`config.mk`:
```
export PLATFORM = sky130hd
export DESIGN_NAME = rfir_cell
export DESIGN_NICKNAME = d
export VERILOG_FILES = /design/src/hdl/rfir_pkg.sv /design/src/hdl/rfir_cell.sv
export SDC_FILE = /design/constraint.sdc
export NUM_CORES = 1
export LEC_CHECK = 0
export CAP_MARGIN = 10
export CORE_MARGIN = 2
export CORE_UTILIZATION = 55
export CTS_BUF_LIST = sky130_fd_sc_hd__clkbuf_2
export DETAILED_ROUTE_END_ITERATION = 10
export DONT_BUFFER_PORTS = 1
export MAX_ROUTING_LAYER = met4
export PLACE_DENSITY_LB_ADDON = 0.15
export SETUP_SLACK_MARGIN = 0.2
export SYNTH_ARGS = -nofsm -noshare
export SYNTH_HDL_FRONTEND = slang
export SYNTH_SLANG_ARGS = --single-unit
```
`constraint.sdc`:
```
create_clock -name clk_i -period 1.4 [get_ports clk_i]
set_clock_uncertainty 0.2 [all_clocks]
set_input_delay 0.28 -clock clk_i [delete_from_list [all_inputs] [get_ports clk_i]]
set_output_delay 0.28 -clock clk_i [all_outputs]
set_load 0.05 [all_outputs]
```
`src/hdl/rfir_pkg.sv`:
```
`default_nettype none

package rfir_pkg;

  // Fixed coefficient bank and register layout
  localparam int NumCoefs      = 7;
  localparam int CoefBits      = 16;
  localparam int CfgBits       = 16;
  localparam int CfgIdxBits    = 3;
  localparam int TapBits       = 3;
  localparam int LookBits      = 2;
  localparam int FracShift     = 14;

  // Defaults for the top level parameters
  localparam int DefMaxRadius  = 3;
  localparam int DefSampleBits = 16;

  typedef enum logic [CfgIdxBits-1:0] {
    CfgTapCount = 3'd0,
    CfgCoef0    = 3'd1,
    CfgCoef1    = 3'd2,
    CfgCoef2    = 3'd3,
    CfgCoef3    = 3'd4,
    CfgCoef4    = 3'd5,
    CfgCoef5    = 3'd6,
    CfgCoef6    = 3'd7
  } cfg_idx_e;

  localparam logic [TapBits-1:0] TapCountReset = 3'd3;

  localparam logic signed [CoefBits-1:0] CoefReset [NumCoefs] = '{
    16'sd4096, 16'sd8192, 16'sd4096, 16'sd0, 16'sd0, 16'sd0, 16'sd0
  };

  // Per-cycle control broadcast along the cell row
  typedef struct packed {
    logic shift;
    logic clear;
  } cell_ctrl_t;

endpackage

`default_nettype wire

```
`src/hdl/rfir_cell.sv`:
```
`default_nettype none

// One window position: holds a sample and its in-row flag, and registers
// the product of the sample shifting in with its tap coefficient.
module rfir_cell import rfir_pkg::*; #(
  parameter int SAMPLE_BITS = DefSampleBits
) (
  input  logic                                   clk_i,
  input  logic                                   rst_ni,
  input  cell_ctrl_t                             ctrl_i,
  input  logic signed [SAMPLE_BITS-1:0]          sample_i,
  input  logic                                   valid_i,
  input  logic signed [CoefBits-1:0]             coef_i,
  input  logic                                   tap_en_i,
  output logic signed [SAMPLE_BITS-1:0]          sample_o,
  output logic                                   valid_o,
  output logic signed [SAMPLE_BITS+CoefBits-1:0] prod_o
);

  localparam int ProdW = SAMPLE_BITS + CoefBits;

  logic signed [SAMPLE_BITS-1:0] sample_q;
  logic                          valid_q;
  logic signed [ProdW-1:0]       prod_q;
  logic signed [ProdW-1:0]       mult;

  assign mult = coef_i * sample_i;

  always_ff @(posedge clk_i or negedge rst_ni) begin
    if (!rst_ni) begin
      valid_q <= 1'b0;
    end else if (ctrl_i.shift) begin
      valid_q <= valid_i & ~ctrl_i.clear;
    end
  end

  // samples outside the row contribute zero
  always_ff @(posedge clk_i) begin
    if (ctrl_i.shift) begin
      sample_q <= sample_i;
      prod_q   <= (valid_i && tap_en_i) ? mult : '0;
    end
  end

  assign sample_o = sample_q;
  assign valid_o  = valid_q;
  assign prod_o   = prod_q;

endmodule

`default_nettype wire

```
==> reports/qor.tcl <==
set qor(grt_pass1_wl_mm) 50.6
set qor(crit_path_top_delay_cell) {fa_1}
set qor(global_placement_routability_congestion) 0.903
set qor(clkLatencyLatePin_ns) 0.50
set qor(clk_tree_root_cell) {clkbuf_2}
set qor(min_to) {prod_o[8]}
set qor(synth_enable_flop_cells) 48
set qor(timing.hold.worst_path_depth) 0
set qor(core_outline_area_sq_um) 20300
set qor(post_synthesis_cell_type_count) 49
set qor(postSynthAreaPerCell_sq_um) 9.83
set qor(fp.dieArea_sq_um) 21900
set qor(cp_max_fo) 7
set qor(max_cap_violations) 0
set qor(crit_path_start_kind) {input port}
set qor(synth_top_area_cell) {fa_1}
set qor(top_cells_by_area_in_the_synthesized_netlist) {fa_1 (46%), edfxtp_1 (13%), inv_1 (9.6%), ha_1 (9.0%), and2_1 (6.8%)}
set qor(antenna_found_initial) 0
set qor(finalSetupViolations) 78
set qor(arrival_worst_endpoint_ns) 5.46
set qor(initial_core_utilization) 0.563
set qor(dp.cells) 1544
set qor(achievable-frequency_ghz) 0.189
set qor(first_global_vias) 9984
set qor(detailroute.via_count) 8636
set qor(reg2reg_from) {valid_o}
set qor(nFillCells) 1487
set qor(rsz0062_at_grt) {true}
set qor(cts-htree-levels) 2
set qor(crit_required_ns) 1.57
set qor(via_per_inst) 5.38
set qor(firstDrtPassIters) 5
set qor(post_route_cells_drive_above_1_share) 0.260
set qor(cpMostUsedCell) {fa_1}
set qor(totalWireLength_mm) 31.3
set qor(timing.final.hold_violations) 50
set qor(synth_sequential_area_ratio) 0.128
set qor(post-dp-hpwl_mm) 23.0
set qor(critical_path.endpoint_type) {flop}
set qor(drc) 0
set qor(dominantRegCellSynth) {edfxtp_1}
set qor(drv_slew) 0
set qor(asyncSetResetFlopFracSynth) 0.0204
set qor(grt_remaining_overflow) 0
set qor(class_of_the_tightest_hold_or_removal_check) {input port to flop}
set qor(num_rows) 52
set qor(hold_path_startpoint) {ctrl_i[1]}
set qor(grt_max_degree) 51
set qor(yosysMostFrequentCell) {inv_1}
set qor(timing.setup.critical_path_class) {input port to flop}
set qor(postLayoutCellArea_sq_um) 14400
set qor(relSlewSlack) 0.656
set qor(drt-initial-drc-count) 463
set qor(avgRoutedWirePerCell_um) 19.5
set qor(tritoncts.num_buffers) 5
set qor(list_of_most_frequent_post_synthesis_cells) {inv_1 (293), fa_1 (262), nand2_1 (128)}
set qor(period_minus_slack_ns) 5.29
set qor(r2r-end) {valid_o}
set qor(ant_nets) 0
set qor(cts_tree) {yes}
set qor(chipWidth_um) 148
set qor(max-clock-path-buffers) 2
set qor(reg2regPathDepth) 2
set qor(reg2reg_setup_slack_ns) 0.29
set qor(worstPathCellList) {clkinvlp_4, nor2_2, fa_1, fa_1, fa_1, fa_1, fa_1, inv_1, fa_1, inv_2, ha_4, a21oi_4, a21boi_4, or2_4, a221o_1, o21a_4, o2111ai_2, nand3_1, nor3b_2}
set qor(clkTransAtPathRegs_ns) 0.32
set qor(num_io_pins) 87
set qor(groute.usage.overall) 0.313
set qor(post_synth_net_total) 1544
set qor(post-synth-top-area-fraction) 0.459
set qor(chipHeight_um) 148
set qor(fin_nets) 1714
set qor(post_synth_inst_count) 1162
set qor(final_critical_path_setup_slack_ns) -3.89
set qor(setup_tns_ns) -103.31
set qor(final-instance-count-excl-fill) 1604
set qor(final_min_period_over_clock_period) 3.78
set qor(syn-cell-area_sq_um) 11400
set qor(yosysWarnings) 0
set qor(status) {complete, but fails checks}
set qor(postSynthRegisterBits) 49
set qor(flow.area_growth_from_synthesis_pct) 26.5
set qor(tightest_slew_ns) 0.510
set qor(ctsHoldBuffers) 21
set qor(failed_checks) {negative hold slack, negative setup slack}
set qor(crit_path_max_incr_delay_ns) 0.53
set qor(number_of_buffer_cells_added_on_primary_ports) 0
set qor(finalHoldWorstSlack_ns) -0.364
set qor(dpl_cell_area_sq_um) 13100
set qor(clock_sinks) 49
-- state kept, by name (all words and copies together), names as in the netlist --
name      count
prod_o       32
sample_o     16
valid_o       1
-- kinds of logic (layout without fill, tap and decap cells) --
family / after synthesis / in the layout / synth area share
compound gates: 80 / 80 / 0.0468
xor+xnor: 30 / 30 / 0.0230
fa+ha+maj: 344 / 344 / 0.549
buf+inv: 329 / 500 / 0.108
flops: 49 / 49 / 0.128
mux: 1 / 1 / 0.000876
other cells: 0 / 1 / 0
simple gates: 329 / 329 / 0.144
-- critical path: cells and delay by family --
family	cells	cell delay, ns
compound gates	5	1.09
fa+ha+maj	7	3.20
buf+inv	3	0.26
simple gates	4	0.62
-- worst max-delay path by stage --
stage            startpoint          to  slack (ns)  cells past startpoint
2_1_floorplan   sample_i[2]  prod_o[30]       -4.36                     20
3_3_place_gp      coef_i[7]  prod_o[30]       -4.50                     19
3_5_place_dp    sample_i[3]  prod_o[30]       -4.55                     17
4_1_cts          coef_i[12]  prod_o[31]       -3.83                     20
5_1_grt        sample_i[15]  prod_o[28]       -4.04                     21
6_report       sample_i[15]  prod_o[27]       -3.89                     19
-- cells in the final DEF, fill, tap and decap left out, types with 3 or more instances in the layout --
master | Yosys | routed
clkbuf_2 | 0 | 5
nor2_2 | 0 | 4
nand2b_1 | 4 | 4
xnor2_1 | 19 | 14
nor2_1 | 38 | 34
dlygate4sd3_1 | 0 | 20
nand4_1 | 3 | 3
a21o_1 | 13 | 13
a21oi_1 | 21 | 8
nor3_2 | 0 | 3
o21a_1 | 3 | 3
fa_1 | 262 | 247
nand2_1 | 128 | 116
nor3_1 | 8 | 4
and2_1 | 124 | 103
and3_4 | 0 | 5
xnor2_2 | 0 | 5
ha_1 | 82 | 44
nand2_2 | 0 | 6
inv_2 | 0 | 21
fa_2 | 0 | 15
a31oi_1 | 6 | 4
a21oi_4 | 0 | 3
and3_1 | 10 | 6
xor2_1 | 11 | 11
and2_4 | 0 | 21
nand2_4 | 0 | 4
o21ai_2 | 0 | 5
o21ai_0 | 12 | 8
buf_6 | 0 | 77
edfxtp_1 | 48 | 48
inv_1 | 293 | 271
ha_4 | 0 | 36
a21oi_2 | 2 | 12
buf_4 | 0 | 101
-- layer usage --
metal / share of wire / GRT usage / vias to the layer above
met5: 0 / - / -
li1: - / - / 3797
met3: 0.060 / 0.0531 / 90
met1: 0.36 / 0.356 / 4451
met4: 0.044 / 0.123 / 0
met2: 0.54 / 0.555 / 298
-- what timing repair did --
item,in CTS,in global routing
endpoints found under the setup margin,79,80
gates resized for setup,134,53
pin swaps,58,37
setup buffers,21,9
endpoints found under the hold margin,73,50
-- stage by stage --
step | hold slack, ns | util | worst slack [ns]
global route | -0.388 | 0.712 | -4.04
floorplan | -0.216 | - | -4.36
CTS | -0.397 | 0.697 | -3.83
global placement | -0.216 | 0.647 | -4.50
detailed placement | -0.216 | 0.647 | -4.55
finish | -0.364 | 0.712 | -3.89
-- final cells by class --
cell class | count | area (sq um) | share of cell area
inverter | 293 | 1100 | 0.0764
tap | 270 | 338 | 0.0234
clock inverter | 3 | 41.3 | 0.00286
sequential | 49 | 1470 | 0.102
multi-input combinational | 784 | 9630 | 0.667
clock buffer | 5 | 25.0 | 0.00173
antenna | 1 | 2.50 | 0.000173
timing repair buffer | 199 | 1840 | 0.127
Power is left out: the tool's default activity adds up to more than one toggle a clock period on the data nets, which glitch-free logic cannot reach.
