===== config.mk =====
export PLATFORM = sky130hd
export DESIGN_NAME = rfir_acc
export DESIGN_NICKNAME = d
export VERILOG_FILES = /design/src/hdl/rfir_pkg.sv /design/src/hdl/rfir_acc.sv
export SDC_FILE = /design/constraint.sdc
export NUM_CORES = 1
export LEC_CHECK = 0
export BUFFER_PORTS_ARGS = -buffer_cell sky130_fd_sc_hd__buf_2
export CAP_MARGIN = 20
export CORE_UTILIZATION = 52
export DETAILED_ROUTE_END_ITERATION = 7
export MAX_ROUTING_LAYER = met4
export PLACE_DENSITY = 0.74
export SLEW_MARGIN = 30
export SYNTH_ARGS = -nofsm -noshare
export SYNTH_HDL_FRONTEND = slang
export SYNTH_SLANG_ARGS = --single-unit

===== constraint.sdc =====
create_clock -name clk_i -period 6.5 [get_ports clk_i]
set_input_delay 1.3 -clock clk_i [delete_from_list [all_inputs] [get_ports clk_i]]
set_output_delay 1.3 -clock clk_i [all_outputs]
set_load 0.01 [all_outputs]

===== src/hdl/rfir_pkg.sv =====
`default_nettype none

package rfir_pkg;

  // Fixed coefficient bank and register layout
  localparam int NumCoefs      = 7;
  localparam int CoefBits      = 16;
  localparam int CfgBits       = 16;
  localparam int CfgIdxBits    = 3;
  localparam int TapBits       = 3;
  localparam int LookBits      = 2;
  localparam int FracShift     = 14;

  // Defaults for the top level parameters
  localparam int DefMaxRadius  = 3;
  localparam int DefSampleBits = 16;

  typedef enum logic [CfgIdxBits-1:0] {
    CfgTapCount = 3'd0,
    CfgCoef0    = 3'd1,
    CfgCoef1    = 3'd2,
    CfgCoef2    = 3'd3,
    CfgCoef3    = 3'd4,
    CfgCoef4    = 3'd5,
    CfgCoef5    = 3'd6,
    CfgCoef6    = 3'd7
  } cfg_idx_e;

  localparam logic [TapBits-1:0] TapCountReset = 3'd3;

  localparam logic signed [CoefBits-1:0] CoefReset [NumCoefs] = '{
    16'sd4096, 16'sd8192, 16'sd4096, 16'sd0, 16'sd0, 16'sd0, 16'sd0
  };

  // Per-cycle control broadcast along the cell row
  typedef struct packed {
    logic shift;
    logic clear;
  } cell_ctrl_t;

endpackage

`default_nettype wire


===== src/hdl/rfir_acc.sv =====
`default_nettype none

// Adder tree, round half up and saturate, three elastic stages.
module rfir_acc import rfir_pkg::*; #(
  parameter int SAMPLE_BITS = DefSampleBits
) (
  input  logic                                   clk_i,
  input  logic                                   rst_ni,
  input  logic                                   b_valid_i,
  input  logic                                   b_last_i,
  input  logic signed [SAMPLE_BITS+CoefBits-1:0] prod_i [NumCoefs],
  output logic                                   c_ready_o,
  output logic                                   out_valid_o,
  input  logic                                   out_ready_i,
  output logic signed [SAMPLE_BITS-1:0]          pixel_o,
  output logic                                   last_o
);

  localparam int ProdW  = SAMPLE_BITS + CoefBits;
  localparam int PartW  = ProdW + 1;
  localparam int NParts = (NumCoefs + 1) / 2;
  localparam int AccW   = ProdW + 3;
  localparam int RndW   = AccW + 1;
  localparam logic signed [RndW-1:0] SatMax    = RndW'((64'sd1 <<< (SAMPLE_BITS - 1)) - 64'sd1);
  localparam logic signed [RndW-1:0] SatMin    = -SatMax - RndW'(1);
  localparam logic signed [RndW-1:0] RoundBias = RndW'(64'sd1 <<< (FracShift - 1));

  logic                    vc_q, vd_q, ve_q;
  logic                    lc_q, ld_q, le_q;
  logic signed [PartW-1:0] part_q [NParts];
  logic signed [AccW-1:0]  acc_q;
  logic signed [SAMPLE_BITS-1:0] pix_q;
  logic en_c, en_d, en_e;

  logic signed [PartW-1:0] part_d [NParts];
  logic signed [AccW-1:0]  acc_d;
  logic signed [RndW-1:0]  biased, shifted;
  logic signed [SAMPLE_BITS-1:0] pix_d;

  assign en_e = !ve_q || out_ready_i;
  assign en_d = !vd_q || en_e;
  assign en_c = !vc_q || en_d;

  for (genvar i = 0; i < NParts; i++) begin : g_part
    if (2 * i + 1 < NumCoefs) begin : g_pair
      assign part_d[i] = PartW'(prod_i[2*i]) + PartW'(prod_i[2*i+1]);
    end else begin : g_single
      assign part_d[i] = PartW'(prod_i[2*i]);
    end
  end

  always_comb begin
    acc_d = '0;
    for (int i = 0; i < NParts; i++) begin
      acc_d = acc_d + AccW'(part_q[i]);
    end
  end

  always_comb begin
    biased  = RndW'(acc_q) + RoundBias;
    shifted = biased >>> FracShift;
    if (shifted > SatMax) begin
      pix_d = SatMax[SAMPLE_BITS-1:0];
    end else if (shifted < SatMin) begin
      pix_d = SatMin[SAMPLE_BITS-1:0];
    end else begin
      pix_d = shifted[SAMPLE_BITS-1:0];
    end
  end

  always_ff @(posedge clk_i or negedge rst_ni) begin
    if (!rst_ni) begin
      vc_q <= 1'b0;
      vd_q <= 1'b0;
      ve_q <= 1'b0;
    end else begin
      if (en_c) vc_q <= b_valid_i;
      if (en_d) vd_q <= vc_q;
      if (en_e) ve_q <= vd_q;
    end
  end

  always_ff @(posedge clk_i) begin
    if (en_c) begin
      part_q <= part_d;
      lc_q   <= b_last_i;
    end
    if (en_d) begin
      acc_q <= acc_d;
      ld_q  <= lc_q;
    end
    if (en_e) begin
      pix_q <= pix_d;
      le_q  <= ld_q;
    end
  end

  assign c_ready_o   = en_c;
  assign out_valid_o = ve_q;
  assign pixel_o     = pix_q;
  assign last_o      = le_q;

endmodule

`default_nettype wire


==> results of run 1 <==
==> sequential cells by signal, indices dropped and copies added, names as in the netlist <==
signal       flops
acc_q           22
vd_q             1
lc_q             1
out_valid_o      1
vc_q             1
ld_q             1
part_q         131
pixel_o         16
last_o           1
==> final cells by class <==
class | count | share of cell area
diodes | 1 | 0.0001565
clock buffers | 18 | 0.02684
clock inverters | 14 | 0.009469
inverters | 227 | 0.05329
multi-input cells | 930 | 0.4773
flip-flops and latches | 175 | 0.3278
well taps | 335 | 0.02622
repair buffers | 250 | 0.07896
==> worst min path at each step <==
stage | startpoint | to | slack (ps)
after floorplan | ld_q | last_o | 400
after global placement | lc_q | ld_q | 410
after detailed placement | ld_q | last_o | 400
after CTS | ld_q | last_o | 420
after global routing | ld_q | last_o | 440
final | ld_q | last_o | 420
==> power by group through the flow <==
stage          Clock, mW  Combinational (mW)  Sequential, mW
2_1_floorplan          0                2.21            1.90
3_3_place_gp           0                2.82            1.90
3_5_place_dp           0                2.90            1.90
4_1_cts             1.01                2.92            1.88
5_1_grt             1.05                3.34            1.92
6_report           0.986                2.93            1.88
==> layout by cell type (no fill, tap or decap), types with 56 or more instances in the layout <==
| cell type | count |
|---|---|
| sky130_fd_sc_hd__nor2_1 | 72 |
| sky130_fd_sc_hd__a21oi_1 | 99 |
| sky130_fd_sc_hd__buf_2 | 247 |
| sky130_fd_sc_hd__nand2_1 | 66 |
| sky130_fd_sc_hd__xnor2_1 | 74 |
| sky130_fd_sc_hd__inv_1 | 227 |
| sky130_fd_sc_hd__fa_1 | 69 |
| sky130_fd_sc_hd__o21ai_0 | 56 |
| sky130_fd_sc_hd__ha_1 | 129 |
| sky130_fd_sc_hd__edfxtp_1 | 172 |
==> layer usage <==
layer	up-vias	wire [um]	GRT usage
met1	4854	14640	0.3355
met2	289	13920	0.3654
met3	33	1277	0.02386
li1	5251	-	-
met4	0	414	0.06672
met5	-	0	-
==> through the flow <==
step / total power [mW] / hold slack (ps)
global route: 6.305 / 444.5
detailed placement: 4.800 / 404.5
global placement: 4.717 / 405.2
finish: 5.797 / 420.9
CTS: 5.812 / 421.3
floorplan: 4.101 / 400.3
==> cells by family after synthesis <==
family                     share of synthesized area
AOI/OAI and AO/OA                             0.1593
xor gates and xnor gates                     0.06860
adders and majority gates                     0.2172
buffers and inverters                        0.06714
DFF                                           0.3800
muxes                                       0.003811
and+or+nand+nor                               0.1039
==> synth_stat cells (all sizes together) (8+ instances only) <==
library cell	count
o21bai	15
o21ai	62
xnor2	74
edfxtp	172
o21a	20
nand2	66
nand2b	21
fa	69
a31oi	18
inv	227
nor2	72
a21o	54
nor3	27
nand3	27
nor2b	11
and3	9
ha	129
xor2	34
clkbuf	13
a211oi	8
nand4	13
a21oi	99
==> qor.txt, run 1 <==
WORST SETUP PATH
------------------------------------------------------------------------------------------
Critical path class .........................................................   reg -> reg
Worst endpoint data arrival time ............................................      4220 ps
CP Launch Point .............................................................   part_q[78]
Worst Path Required .........................................................      6670 ps
Family of cells with the greatest summed delay on the critical path ......... compound AO/OA/AOI/OAI gates
Worst stage delay on the critical path ......................................       510 ps
Setup slack of the worst register-to-register path ..........................      2450 ps
Type of element launching the critical path .................................         flop
Worst r2r path cells ........................................................           14
Ordered list of cells on the worst path ..................................... inv_1, fa_1, fa_1, inv_1, ha_1, nand4_1, a2111oi_0, a21oi_1, a21oi_1, o21a_1, a211o_1, a31oi_1, o21bai_1, xor2_1
Largest fanout on the critical path .........................................            5
Terminus of the critical flop-to-flop path ..................................    acc_q[26]
RR Startpoint ...............................................................   part_q[78]
Endpoint kind of the worst setup timing path ................................         flop
Critical-path top delay cell ................................................ sky130_fd_sc_hd__fa_1
Stages on worst setup path ..................................................           14
Total buffers and inverters traversed by the critical path ..................            2
Critical path capture point .................................................    acc_q[26]

PWR
------------------------------------------------------------------------------------------
Switching power .............................................................     2.274 mW
Share of total power in combinational logic .................................        0.505
Clk pwr share ...............................................................        0.170
Worst vdd ir ................................................................     254.2 uV
Portion of total power attributed to sequential cells .......................        0.325
Power density of the placed cells ........................................... 362.6 mW/mm^2
Cell-internal power .........................................................     3.524 mW
Static power due to leakage .................................................     7.540 nW
Switching portion of total power ............................................       0.3922

CLOCK NETWORK
------------------------------------------------------------------------------------------
CTS H-Tree Depth ............................................................            4
Clock edge transition at the registers on the reported setup and hold paths .        70 ps
Number of buffers inserted by hold repair at cts ............................            0
Insertion delay of the later-clocked pin in the worst-skew pair .............       420 ps
Library cell used as clock root buffer ...................................... sky130_fd_sc_hd__clkbuf_16
Clock tree from TritonCTS ...................................................        built
Number of buffers added by the clock tree synthesis step ....................           17
Number of clock sinks .......................................................          175
# Post-CTS Setup Buffers ....................................................            0
Post-cts sizing count .......................................................            0
Buffer depth of the longest clock path ......................................            2

PLACED DESIGN
------------------------------------------------------------------------------------------
Number of placed cells counting well taps ...................................        1,917
Number of I/O port buffers ..................................................          247
Final weighted congestion in routability-driven placement ...................       0.9171
Pre-CTS WS ..................................................................      2218 ps
Area of placed instances .................................................... 0.01540 mm^2
HPWL reported at the end of detailed placement ..............................    24,670 um

LOGIC SYNTHESIS
------------------------------------------------------------------------------------------
Synth warn ..................................................................            0
Area share of the largest cell type after synthesis .........................       0.3746
Async S/R FF share, synth ...................................................      0.01714
Number of distinct standard cells referenced by the synthesized netlist .....           76
Number of flops mapped to enable cells by yosys .............................          172
Leading register cell type out of synthesis ................................. sky130_fd_sc_hd__edfxtp_1
Gate count of the mapped netlist ............................................        1,348
Netlist Area Pre-Place ...................................................... 0.01379 mm^2
Sequential element share of the synthesized area ............................       0.3800
Cell types occupying the most area after synthesis .......................... sky130_fd_sc_hd__edfxtp_1 (37%), sky130_fd_sc_hd__ha_1 (12%), sky130_fd_sc_hd__fa_1 (10%)
Post-Synthesis Net Count ....................................................        1,775
Average footprint of a synthesized cell .....................................   10.23 um^2
Flip-flop and latch count after synthesis ...................................          175
Post-synthesis cell type with the largest combined area ..................... sky130_fd_sc_hd__edfxtp_1

TIMING
------------------------------------------------------------------------------------------
RSZ-0062 raised after global routing ........................................        false
Slew at the pin closest to its max-slew limit ...............................     907.2 ps
# setup viols final .........................................................            0
Setup slack of the critical path after layout ...............................      2451 ps
Number of slew-limit violations in the final report .........................            0
Worst Skew ..................................................................     11.88 ps
Setup_tns ...................................................................         0 ps
Worst slew margin relative to its limit .....................................       0.3952
Number of endpoints with negative hold slack in the final report ............            0
Time the final worst path needs with I/O delays and setup ...................      4049 ps
Maximum clock frequency .....................................................   0.2470 GHz
Period utilization ..........................................................       0.6229

FINISH
------------------------------------------------------------------------------------------
Sequential Area ............................................................. 0.005240 mm^2
Post-route non-filler standard cell count ...................................        1,950
Layout Area Growth over Synthesis ...........................................       15.94%
Fraction of final layout cells with drive strength greater than 1 ...........       0.1908
Fraction of the core area covered by cells at the end of the flow ...........       0.6135
Cell area after layout ...................................................... 0.01599 mm^2
Total Nets Final ............................................................        2,028
Area used by multi-input combinational logic ................................ 0.007631 mm^2
Number of inserted filler cells in the final layout .........................        2,148

ROUTING
------------------------------------------------------------------------------------------
Post-detailed-route count of antenna-violating nets .........................            0
Mean routed wirelength per cell .............................................     15.51 um
Pre-antenna DRT Iters .......................................................            5
Via Count ...................................................................       10,430
Vias per Instance ...........................................................        5.347
Total wirelength of the detailed-routed design ..............................    30,250 um
First-iteration detailed-routing DRC count ..................................          770
Drt drc .....................................................................            0

GLOBAL ROUTING
------------------------------------------------------------------------------------------
Global Route Usage Sum ......................................................       0.2378
Antenna violations before repair ............................................            1
Wire length of the first global-routing pass ................................    48,390 um
Vias in the first global route ..............................................        9,830
Overall overflow remaining after global route ...............................            0
Maximum number of pins on one net before global-route repair ................           70

FLOORPLANNING
------------------------------------------------------------------------------------------
Die width ...................................................................     164.8 um
Die outline height ..........................................................     164.8 um
Number of core rows .........................................................           59
Core Area ................................................................... 0.02606 mm^2
Io pins .....................................................................          248
Starting density of the core ................................................       0.5292
Die area .................................................................... 0.02717 mm^2

RUN STATUS
------------------------------------------------------------------------------------------
Outcome .....................................................................    completed

HOLD PATH
------------------------------------------------------------------------------------------
Cell depth of the worst hold path ...........................................            0
Class of the tightest hold or removal check .................................   reg -> reg

JOB
------------------------------------------------------------------------------------------
Reported max-cap violation count ............................................            0

Note: power is estimated with default switching activity, not from simulation.
==> run 2: changes to the inputs <==
--- a/config.mk
+++ b/config.mk
@@ -7,10 +7,10 @@
 export LEC_CHECK = 0
 export BUFFER_PORTS_ARGS = -buffer_cell sky130_fd_sc_hd__buf_2
 export CAP_MARGIN = 20
-export CORE_UTILIZATION = 52
+export CORE_UTILIZATION = 58
 export DETAILED_ROUTE_END_ITERATION = 7
 export MAX_ROUTING_LAYER = met4
-export PLACE_DENSITY = 0.74
+export PLACE_DENSITY = 0.78
 export SLEW_MARGIN = 30
 export SYNTH_ARGS = -nofsm -noshare
 export SYNTH_HDL_FRONTEND = slang
==> constraint.sdc (replaced) <==
create_clock -name clk_i -period 4.2 [get_ports clk_i]
set_input_delay 0.84 -clock clk_i [delete_from_list [all_inputs] [get_ports clk_i]]
set_output_delay 0.84 -clock clk_i [all_outputs]
set_load 0.01 [all_outputs]
==> run 2 against run 1 <==
Effect of this change:
- utilization up 7.1 points
- count of clock-buffer cells in the layout decreased by 1
- clock skew increased by 5.0 ps
- first-iteration DRC count shrank 6.6%
- clock power grew 53%
- global-route usage up 2.6 points
- via count up 0.60%
- final area grew 0.13%
- critical path depth is the same
- routed wire length decreased by 0.62%
- final cell count fell by 0.62%
- worst setup slack worse by 2100 ps
==> qor.txt, run 2 (same netlist as run 1, synthesis figures left out) <==
PWR
------------------------------------------------------------------------------------------
Cell-internal power .........................................................     5.460 mW   +55%
Portion of total power attributed to sequential cells .......................        0.322   -0.003
Power density of the placed cells ........................................... 565.6 mW/mm^2   +56%
Switching power .............................................................     3.596 mW   +58%
Worst vdd ir ................................................................     388.3 uV   +53%
Clk pwr share ...............................................................        0.167   -0.003
Share of total power in combinational logic .................................        0.511   +0.006
Static power due to leakage .................................................     7.563 nW   +0.30%
Total power of the final layout .............................................     9.055 mW   +56%
Switching portion of total power ............................................       0.3971   +0.004864

WORST SETUP PATH
------------------------------------------------------------------------------------------
CP Launch Point .............................................................   part_q[45]
Setup slack of the worst register-to-register path ..........................       310 ps   -2140 ps
Largest fanout on the critical path .........................................            5   unchanged
Critical path class .........................................................   reg -> reg
Terminus of the critical flop-to-flop path ..................................    acc_q[28]
Worst r2r path cells ........................................................           14   unchanged
Critical path capture point .................................................    acc_q[28]
Type of element launching the critical path .................................         flop
Worst Path Required .........................................................      4370 ps   -2300 ps
Worst endpoint data arrival time ............................................      4060 ps   -160 ps
Endpoint kind of the worst setup timing path ................................         flop
RR Startpoint ...............................................................   part_q[45]

CLOCK NETWORK
------------------------------------------------------------------------------------------
# Post-CTS Setup Buffers ....................................................            0   unchanged
Number of buffers inserted by hold repair at cts ............................            0   unchanged
Insertion delay of the later-clocked pin in the worst-skew pair .............       430 ps   about the same
Buffer depth of the longest clock path ......................................            2   unchanged
Library cell used as clock root buffer ...................................... sky130_fd_sc_hd__clkbuf_16
Number of clock sinks .......................................................          175   unchanged
Number of buffers added by the clock tree synthesis step ....................           17   unchanged
CTS H-Tree Depth ............................................................            4   unchanged
Clock edge transition at the registers on the reported setup and hold paths .        70 ps   about the same
Clock tree from TritonCTS ...................................................        built

ROUTING
------------------------------------------------------------------------------------------
Mean routed wirelength per cell .............................................     15.51 um   about the same
Post-detailed-route count of antenna-violating nets .........................            0   unchanged
Drt drc .....................................................................            0   unchanged
Via Count ...................................................................       10,490   +0.60%
First-iteration detailed-routing DRC count ..................................          719   -6.6%
Total wirelength of the detailed-routed design ..............................    30,060 um   -0.62%
Pre-antenna DRT Iters .......................................................            5   unchanged
Vias per Instance ...........................................................        5.413   +1.2%

TIMING
------------------------------------------------------------------------------------------
Number of slew-limit violations in the final report .........................            0   unchanged
Time the final worst path needs with I/O delays and setup ...................      3887 ps   -161.7 ps
# setup viols final .........................................................            0   unchanged
Maximum clock frequency .....................................................   0.2573 GHz   +4.2%
Number of endpoints with negative hold slack in the final report ............            0   unchanged
Setup slack of the critical path after layout ...............................     312.8 ps   -2138 ps
Worst Skew ..................................................................     16.91 ps   +5.038 ps
Setup_tns ...................................................................         0 ps   unchanged
Period utilization ..........................................................       0.9255   +0.3026
RSZ-0062 raised after global routing ........................................        false
Slew at the pin closest to its max-slew limit ...............................     904.9 ps   -2.245 ps
Worst slew margin relative to its limit .....................................       0.3888   -0.006451

FINISH
------------------------------------------------------------------------------------------
Flip-flop count of the largest register after layout ........................          131   unchanged
Area used by multi-input combinational logic ................................ 0.007640 mm^2   +0.11%
Number of inserted filler cells in the final layout .........................        1,840   -14%
Cell area after layout ...................................................... 0.01601 mm^2   +0.13%
Layout Area Growth over Synthesis ...........................................       16.10%
Post-route non-filler standard cell count ...................................        1,938   -0.62%
Sequential Area ............................................................. 0.005240 mm^2   unchanged
Commonest cells after routing, fill and taps aside .......................... sky130_fd_sc_hd__buf_2 (247), sky130_fd_sc_hd__inv_1 (227), sky130_fd_sc_hd__edfxtp_1 (172)
Most common cell after layout, fill and taps aside .......................... sky130_fd_sc_hd__buf_2
Total Nets Final ............................................................        2,031   +0.15%
Fraction of final layout cells with drive strength greater than 1 ...........       0.1942   +0.003357
Most flops, register ........................................................       part_q

PLACED DESIGN
------------------------------------------------------------------------------------------
Number of I/O port buffers ..................................................          247   unchanged
Area of placed instances .................................................... 0.01542 mm^2   +0.12%
Pre-CTS WS ..................................................................     248.2 ps   -1969 ps
Number of placed cells counting well taps ...................................        1,904   -0.68%
HPWL reported at the end of detailed placement ..............................    24,260 um   -1.7%
Final weighted congestion in routability-driven placement ...................       0.9362   +2.1%

GLOBAL ROUTING
------------------------------------------------------------------------------------------
Global Route Usage Sum ......................................................       0.2637   +0.02587
Overall overflow remaining after global route ...............................            0   unchanged
Maximum number of pins on one net before global-route repair ................          134   +91%
Wire length of the first global-routing pass ................................    48,400 um   about the same
Vias in the first global route ..............................................       10,040   +2.2%
Antenna violations before repair ............................................            1   unchanged

FLOORPLANNING
------------------------------------------------------------------------------------------
Die area .................................................................... 0.02440 mm^2   -10%
Starting density of the core ................................................       0.5892   +0.06006
Core Area ................................................................... 0.02340 mm^2   -10%
Io pins .....................................................................          248   unchanged
Die outline height ..........................................................     156.2 um   -5.3%
Number of core rows .........................................................           56   -5.1%
Die width ...................................................................     156.2 um   -5.3%

JOB
------------------------------------------------------------------------------------------
Reported max-cap violation count ............................................            0   unchanged

HOLD PATH
------------------------------------------------------------------------------------------
Class of the tightest hold or removal check .................................  in -> async

RUN STATUS
------------------------------------------------------------------------------------------
Outcome .....................................................................    completed

==> run 2: changes by cell type in the layout (fill, tap and decap cells not counted), sizes merged <==
| cell | change |
|---|---|
| buf | +3 |
| clkbuf | -1 |
| clkinv | -2 |
| diode | +1 |
| inv | +3 |
==> run 2: cell type report <==
class / count / area share
multi-input combinational: 930 / 0.4772
sequential: 175 / 0.3273
timing repair buffer: 253 / 0.08128
inverter: 227 / 0.05322
clock buffer: 17 / 0.02657
tap: 319 / 0.02493
clock inverter: 15 / 0.009144
antenna: 2 / 0.0003126
==> run 2: what timing repair did <==
| item | CTS | global route |
|---|---|---|
| hold endpoints to repair | 0 | 0 |
| gates resized for setup | 0 | 4 |
| setup endpoints to repair | 0 | 6 |
==> run 2: worst min-delay path by stage <==
stage / end / slack (ps) / cells after the start
2_1_floorplan: last_o / 400 / 0
3_3_place_gp: ld_q / 400 / 0
3_5_place_dp: last_o / 410 / 0
4_1_cts: vd_q / 180 / 1
5_1_grt: vd_q / 180 / 1
6_report: vd_q / 200 / 1
==> run 2: critical path, stage by stage, from the launching register on <==
cell and delay [ps]:
sky130_fd_sc_hd__edfxtp_1 390, sky130_fd_sc_hd__inv_1 100, sky130_fd_sc_hd__fa_1 440, sky130_fd_sc_hd__fa_1 510
sky130_fd_sc_hd__inv_1 40, sky130_fd_sc_hd__ha_1 320, sky130_fd_sc_hd__nand4_1 140, sky130_fd_sc_hd__a2111oi_2 370
sky130_fd_sc_hd__a21oi_1 160, sky130_fd_sc_hd__a21oi_2 200, sky130_fd_sc_hd__o21a_1 220, sky130_fd_sc_hd__a211o_1 230
sky130_fd_sc_hd__a31oi_1 150, sky130_fd_sc_hd__o21ai_0 230, sky130_fd_sc_hd__xor2_1 100
==> run 2: power groups by stage <==
| stage | sequential (mW) | clock [mW] | combinational [mW] |
|---|---|---|---|
| 2_1_floorplan | 2.93 | 0 | 3.41 |
| 3_3_place_gp | 2.92 | 0 | 4.39 |
| 3_5_place_dp | 2.94 | 0 | 4.53 |
| 4_1_cts | 2.91 | 1.54 | 4.57 |
| 5_1_grt | 2.97 | 1.60 | 5.24 |
| 6_report | 2.92 | 1.51 | 4.62 |
==> run 2: layer usage <==
metal / GRT usage / part of all wire
met1: 0.3695 / 0.48
met2: 0.3977 / 0.44
met3: 0.03556 / 0.052
met5: - / 0
met4: 0.08403 / 0.022
==> run 2: through the flow <==
| step | hold slack [ps] | util |
|---|---|---|
| 2_1_floorplan | 400.3 | - |
| 4_1_cts | 178.1 | 0.6832 |
| 3_3_place_gp | 403.8 | 0.6581 |
| 3_5_place_dp | 409.8 | 0.6587 |
| 5_1_grt | 183.9 | 0.6840 |
| 6_report | 197.3 | 0.6841 |
==> run 3: changes to the inputs <==
--- a/config.mk
+++ b/config.mk
@@ -7,10 +7,11 @@
 export LEC_CHECK = 0
 export BUFFER_PORTS_ARGS = -buffer_cell sky130_fd_sc_hd__buf_2
 export CAP_MARGIN = 20
-export CORE_UTILIZATION = 58
+export CORE_UTILIZATION = 59
+export CTS_BUF_LIST = sky130_fd_sc_hd__clkbuf_8
 export DETAILED_ROUTE_END_ITERATION = 7
 export MAX_ROUTING_LAYER = met4
-export PLACE_DENSITY = 0.78
+export PLACE_DENSITY = 0.8
 export SLEW_MARGIN = 30
 export SYNTH_ARGS = -nofsm -noshare
 export SYNTH_HDL_FRONTEND = slang
==> run 3 against run 2 <==
Effect of this change:
- clock power fell by 15%
- maximum frequency fell by 1.9%
- final cell count fell by 0.26%
- sequential share of layout area rose by 0.30 points
- sequential power barely moved
- final area fell by 0.91%
- largest cell class unchanged
- utilization rose by 1.2 points
- clock skew fell by 3.2 ps
- register-to-register slack got worse by 80 ps
==> qor.txt, run 3 (same netlist as run 1, synthesis figures left out) <==
RUN STATUS
------------------------------------------------------------------------------------------
Outcome .....................................................................    completed

CLOCK NETWORK
------------------------------------------------------------------------------------------
Post-cts sizing count .......................................................            0   unchanged
Buffer depth of the longest clock path ......................................            2   unchanged
Number of buffers added by the clock tree synthesis step ....................           17   unchanged
# Post-CTS Setup Buffers ....................................................            0   unchanged
Insertion delay of the later-clocked pin in the worst-skew pair .............       460 ps   +30 ps
CTS H-Tree Depth ............................................................            4   unchanged
Library cell used as clock root buffer ...................................... sky130_fd_sc_hd__clkbuf_8
Number of clock sinks .......................................................          175   unchanged
Clock edge transition at the registers on the reported setup and hold paths .        90 ps   +20 ps
Number of buffers inserted by hold repair at cts ............................            0   unchanged
Clock tree from TritonCTS ...................................................        built

HOLD PATH
------------------------------------------------------------------------------------------
Class of the tightest hold or removal check .................................  in -> async

TIMING
------------------------------------------------------------------------------------------
Maximum clock frequency .....................................................   0.2524 GHz   -1.9%
Number of endpoints with negative hold slack in the final report ............            0   unchanged
Setup_tns ...................................................................         0 ps   unchanged
RSZ-0062 raised after global routing ........................................        false
Number of slew-limit violations in the final report .........................            0   unchanged
Slew at the pin closest to its max-slew limit ...............................     877.9 ps   -26.99 ps
# setup viols final .........................................................            0   unchanged
Period utilization ..........................................................       0.9434   +0.01790
Time the final worst path needs with I/O delays and setup ...................      3962 ps   +75.18 ps
Worst slew margin relative to its limit .....................................       0.4070   +0.01823
Worst Skew ..................................................................     13.75 ps   -3.165 ps

FLOORPLANNING
------------------------------------------------------------------------------------------
Number of core rows .........................................................           55   -1.8%
Die width ...................................................................     154.9 um   -0.84%
Core Area ................................................................... 0.02278 mm^2   -2.7%
Die outline height ..........................................................     154.9 um   -0.84%
Die area .................................................................... 0.02399 mm^2   -1.7%
Io pins .....................................................................          248   unchanged
Starting density of the core ................................................       0.6054   +0.01615

WORST SETUP PATH
------------------------------------------------------------------------------------------
Largest fanout on the critical path .........................................            5   unchanged
Worst Path Required .........................................................      4400 ps   +30 ps
Critical path class .........................................................   reg -> reg
Type of element launching the critical path .................................         flop
Worst endpoint data arrival time ............................................      4160 ps   +100 ps
Endpoint kind of the worst setup timing path ................................         flop

PWR
------------------------------------------------------------------------------------------
Total power of the final layout .............................................     8.849 mW   -2.3%
Static power due to leakage .................................................     7.495 nW   -0.90%
Worst vdd ir ................................................................     278.8 uV   -28%
Power density of the placed cells ........................................... 557.8 mW/mm^2   -1.4%

GLOBAL ROUTING
------------------------------------------------------------------------------------------
Overall overflow remaining after global route ...............................            0   unchanged
Wire length of the first global-routing pass ................................    48,510 um   +0.24%
Vias in the first global route ..............................................        9,915   -1.3%
Global Route Usage Sum ......................................................       0.2695   +0.005813
Antenna violations before repair ............................................            5   +4
Maximum number of pins on one net before global-route repair ................          134   unchanged

ROUTING
------------------------------------------------------------------------------------------
Pre-antenna DRT Iters .......................................................            5   unchanged
Post-detailed-route count of antenna-violating nets .........................            0   unchanged
Vias per Instance ...........................................................        5.437   +0.44%
Total wirelength of the detailed-routed design ..............................    30,560 um   +1.7%
Mean routed wirelength per cell .............................................     15.81 um   +1.9%
Drt drc .....................................................................            0   unchanged
First-iteration detailed-routing DRC count ..................................          802   +12%
Via Count ...................................................................       10,510   +0.18%

PLACED DESIGN
------------------------------------------------------------------------------------------
Area of placed instances .................................................... 0.01539 mm^2   -0.15%
HPWL reported at the end of detailed placement ..............................    24,660 um   +1.7%
Final weighted congestion in routability-driven placement ...................       0.9183   -1.9%
Number of I/O port buffers ..................................................          247   unchanged
Number of placed cells counting well taps ...................................        1,896   -0.42%

FINISH
------------------------------------------------------------------------------------------
Cell area after layout ...................................................... 0.01586 mm^2   -0.91%
Number of inserted filler cells in the final layout .........................        1,711   -7.0%
Commonest cells after routing, fill and taps aside .......................... sky130_fd_sc_hd__buf_2 (247), sky130_fd_sc_hd__inv_1 (227), sky130_fd_sc_hd__edfxtp_1 (172)
Total Nets Final ............................................................        2,029   -0.098%
Most flops, register ........................................................       part_q
Fraction of final layout cells with drive strength greater than 1 ...........       0.1920   -0.002236
Layout Area Growth over Synthesis ...........................................       15.03%
Most common cell after layout, fill and taps aside .......................... sky130_fd_sc_hd__buf_2
Fraction of the core area covered by cells at the end of the flow ...........       0.6964   +0.01232
Post-route non-filler standard cell count ...................................        1,933   -0.26%
Flip-flop count of the largest register after layout ........................          131   unchanged

JOB
------------------------------------------------------------------------------------------
Reported max-cap violation count ............................................            0   unchanged

## run 3: layout make-up
type / instances / area [um^2] / area share
Multi-Input combinational cell: 930 / 7636 / 0.4814
Antenna cell: 5 / 12.51 / 0.0007888
Inverter: 227 / 852.1 / 0.05372
Tap cell: 313 / 391.6 / 0.02469
Sequential cell: 175 / 5240 / 0.3303
Clock inverter: 15 / 210.2 / 0.01325
Timing Repair Buffer: 251 / 1286 / 0.08109
Clock buffer: 17 / 234.0 / 0.01475
## run 3: worst max-delay path, stage by stage (launching register included)
cell and delay [ps]:
sky130_fd_sc_hd__edfxtp_1 390, sky130_fd_sc_hd__inv_1 90, sky130_fd_sc_hd__fa_1 440, sky130_fd_sc_hd__fa_1 520, sky130_fd_sc_hd__inv_1 40, sky130_fd_sc_hd__ha_1 310
sky130_fd_sc_hd__nand4_1 150, sky130_fd_sc_hd__a2111oi_2 400, sky130_fd_sc_hd__a21oi_1 170, sky130_fd_sc_hd__a21oi_1 290, sky130_fd_sc_hd__o21a_1 240, sky130_fd_sc_hd__a211o_1 230
sky130_fd_sc_hd__a31oi_2 170, sky130_fd_sc_hd__o21bai_1 190, sky130_fd_sc_hd__xor2_1 80
## run 3: through the flow
stage          worst slack [ps]  hold slack, ps
2_1_floorplan             -2210           400.3
3_3_place_gp              385.7           401.4
3_5_place_dp              202.1           404.5
5_1_grt                   18.38           135.7
6_report                  237.6           159.7
4_1_cts                   116.3           134.6
## run 3: path summary, 6_finish.rpt
check,from,endpoint,slack [ps],cells after the start
worst max-delay path,part_q[43],acc_q[26],240,14
worst min-delay path,rst_ni,out_valid_o,160,1
worst max register to register,part_q[43],acc_q[26],240,14
worst min register to register,ld_q,last_o,420,0
max in group asynchronous,rst_ni,vd_q,3940,1
min in group clk_i,ld_q,last_o,420,0
## run 3: metal layers
metal  routed length [um]  GRT usage
met1                14430     0.3821
met2                13780     0.3990
met3                 1611    0.02925
met4                  741     0.1075
met5                    0          -
## run 3: report_power, final
| group | total, mW | internal, mW | switching (mW) |
|---|---|---|---|
| clock | 1.29 | 0.659 | 0.635 |
| sequential | 2.92 | 2.68 | 0.238 |
| combinational | 4.64 | 2.00 | 2.64 |
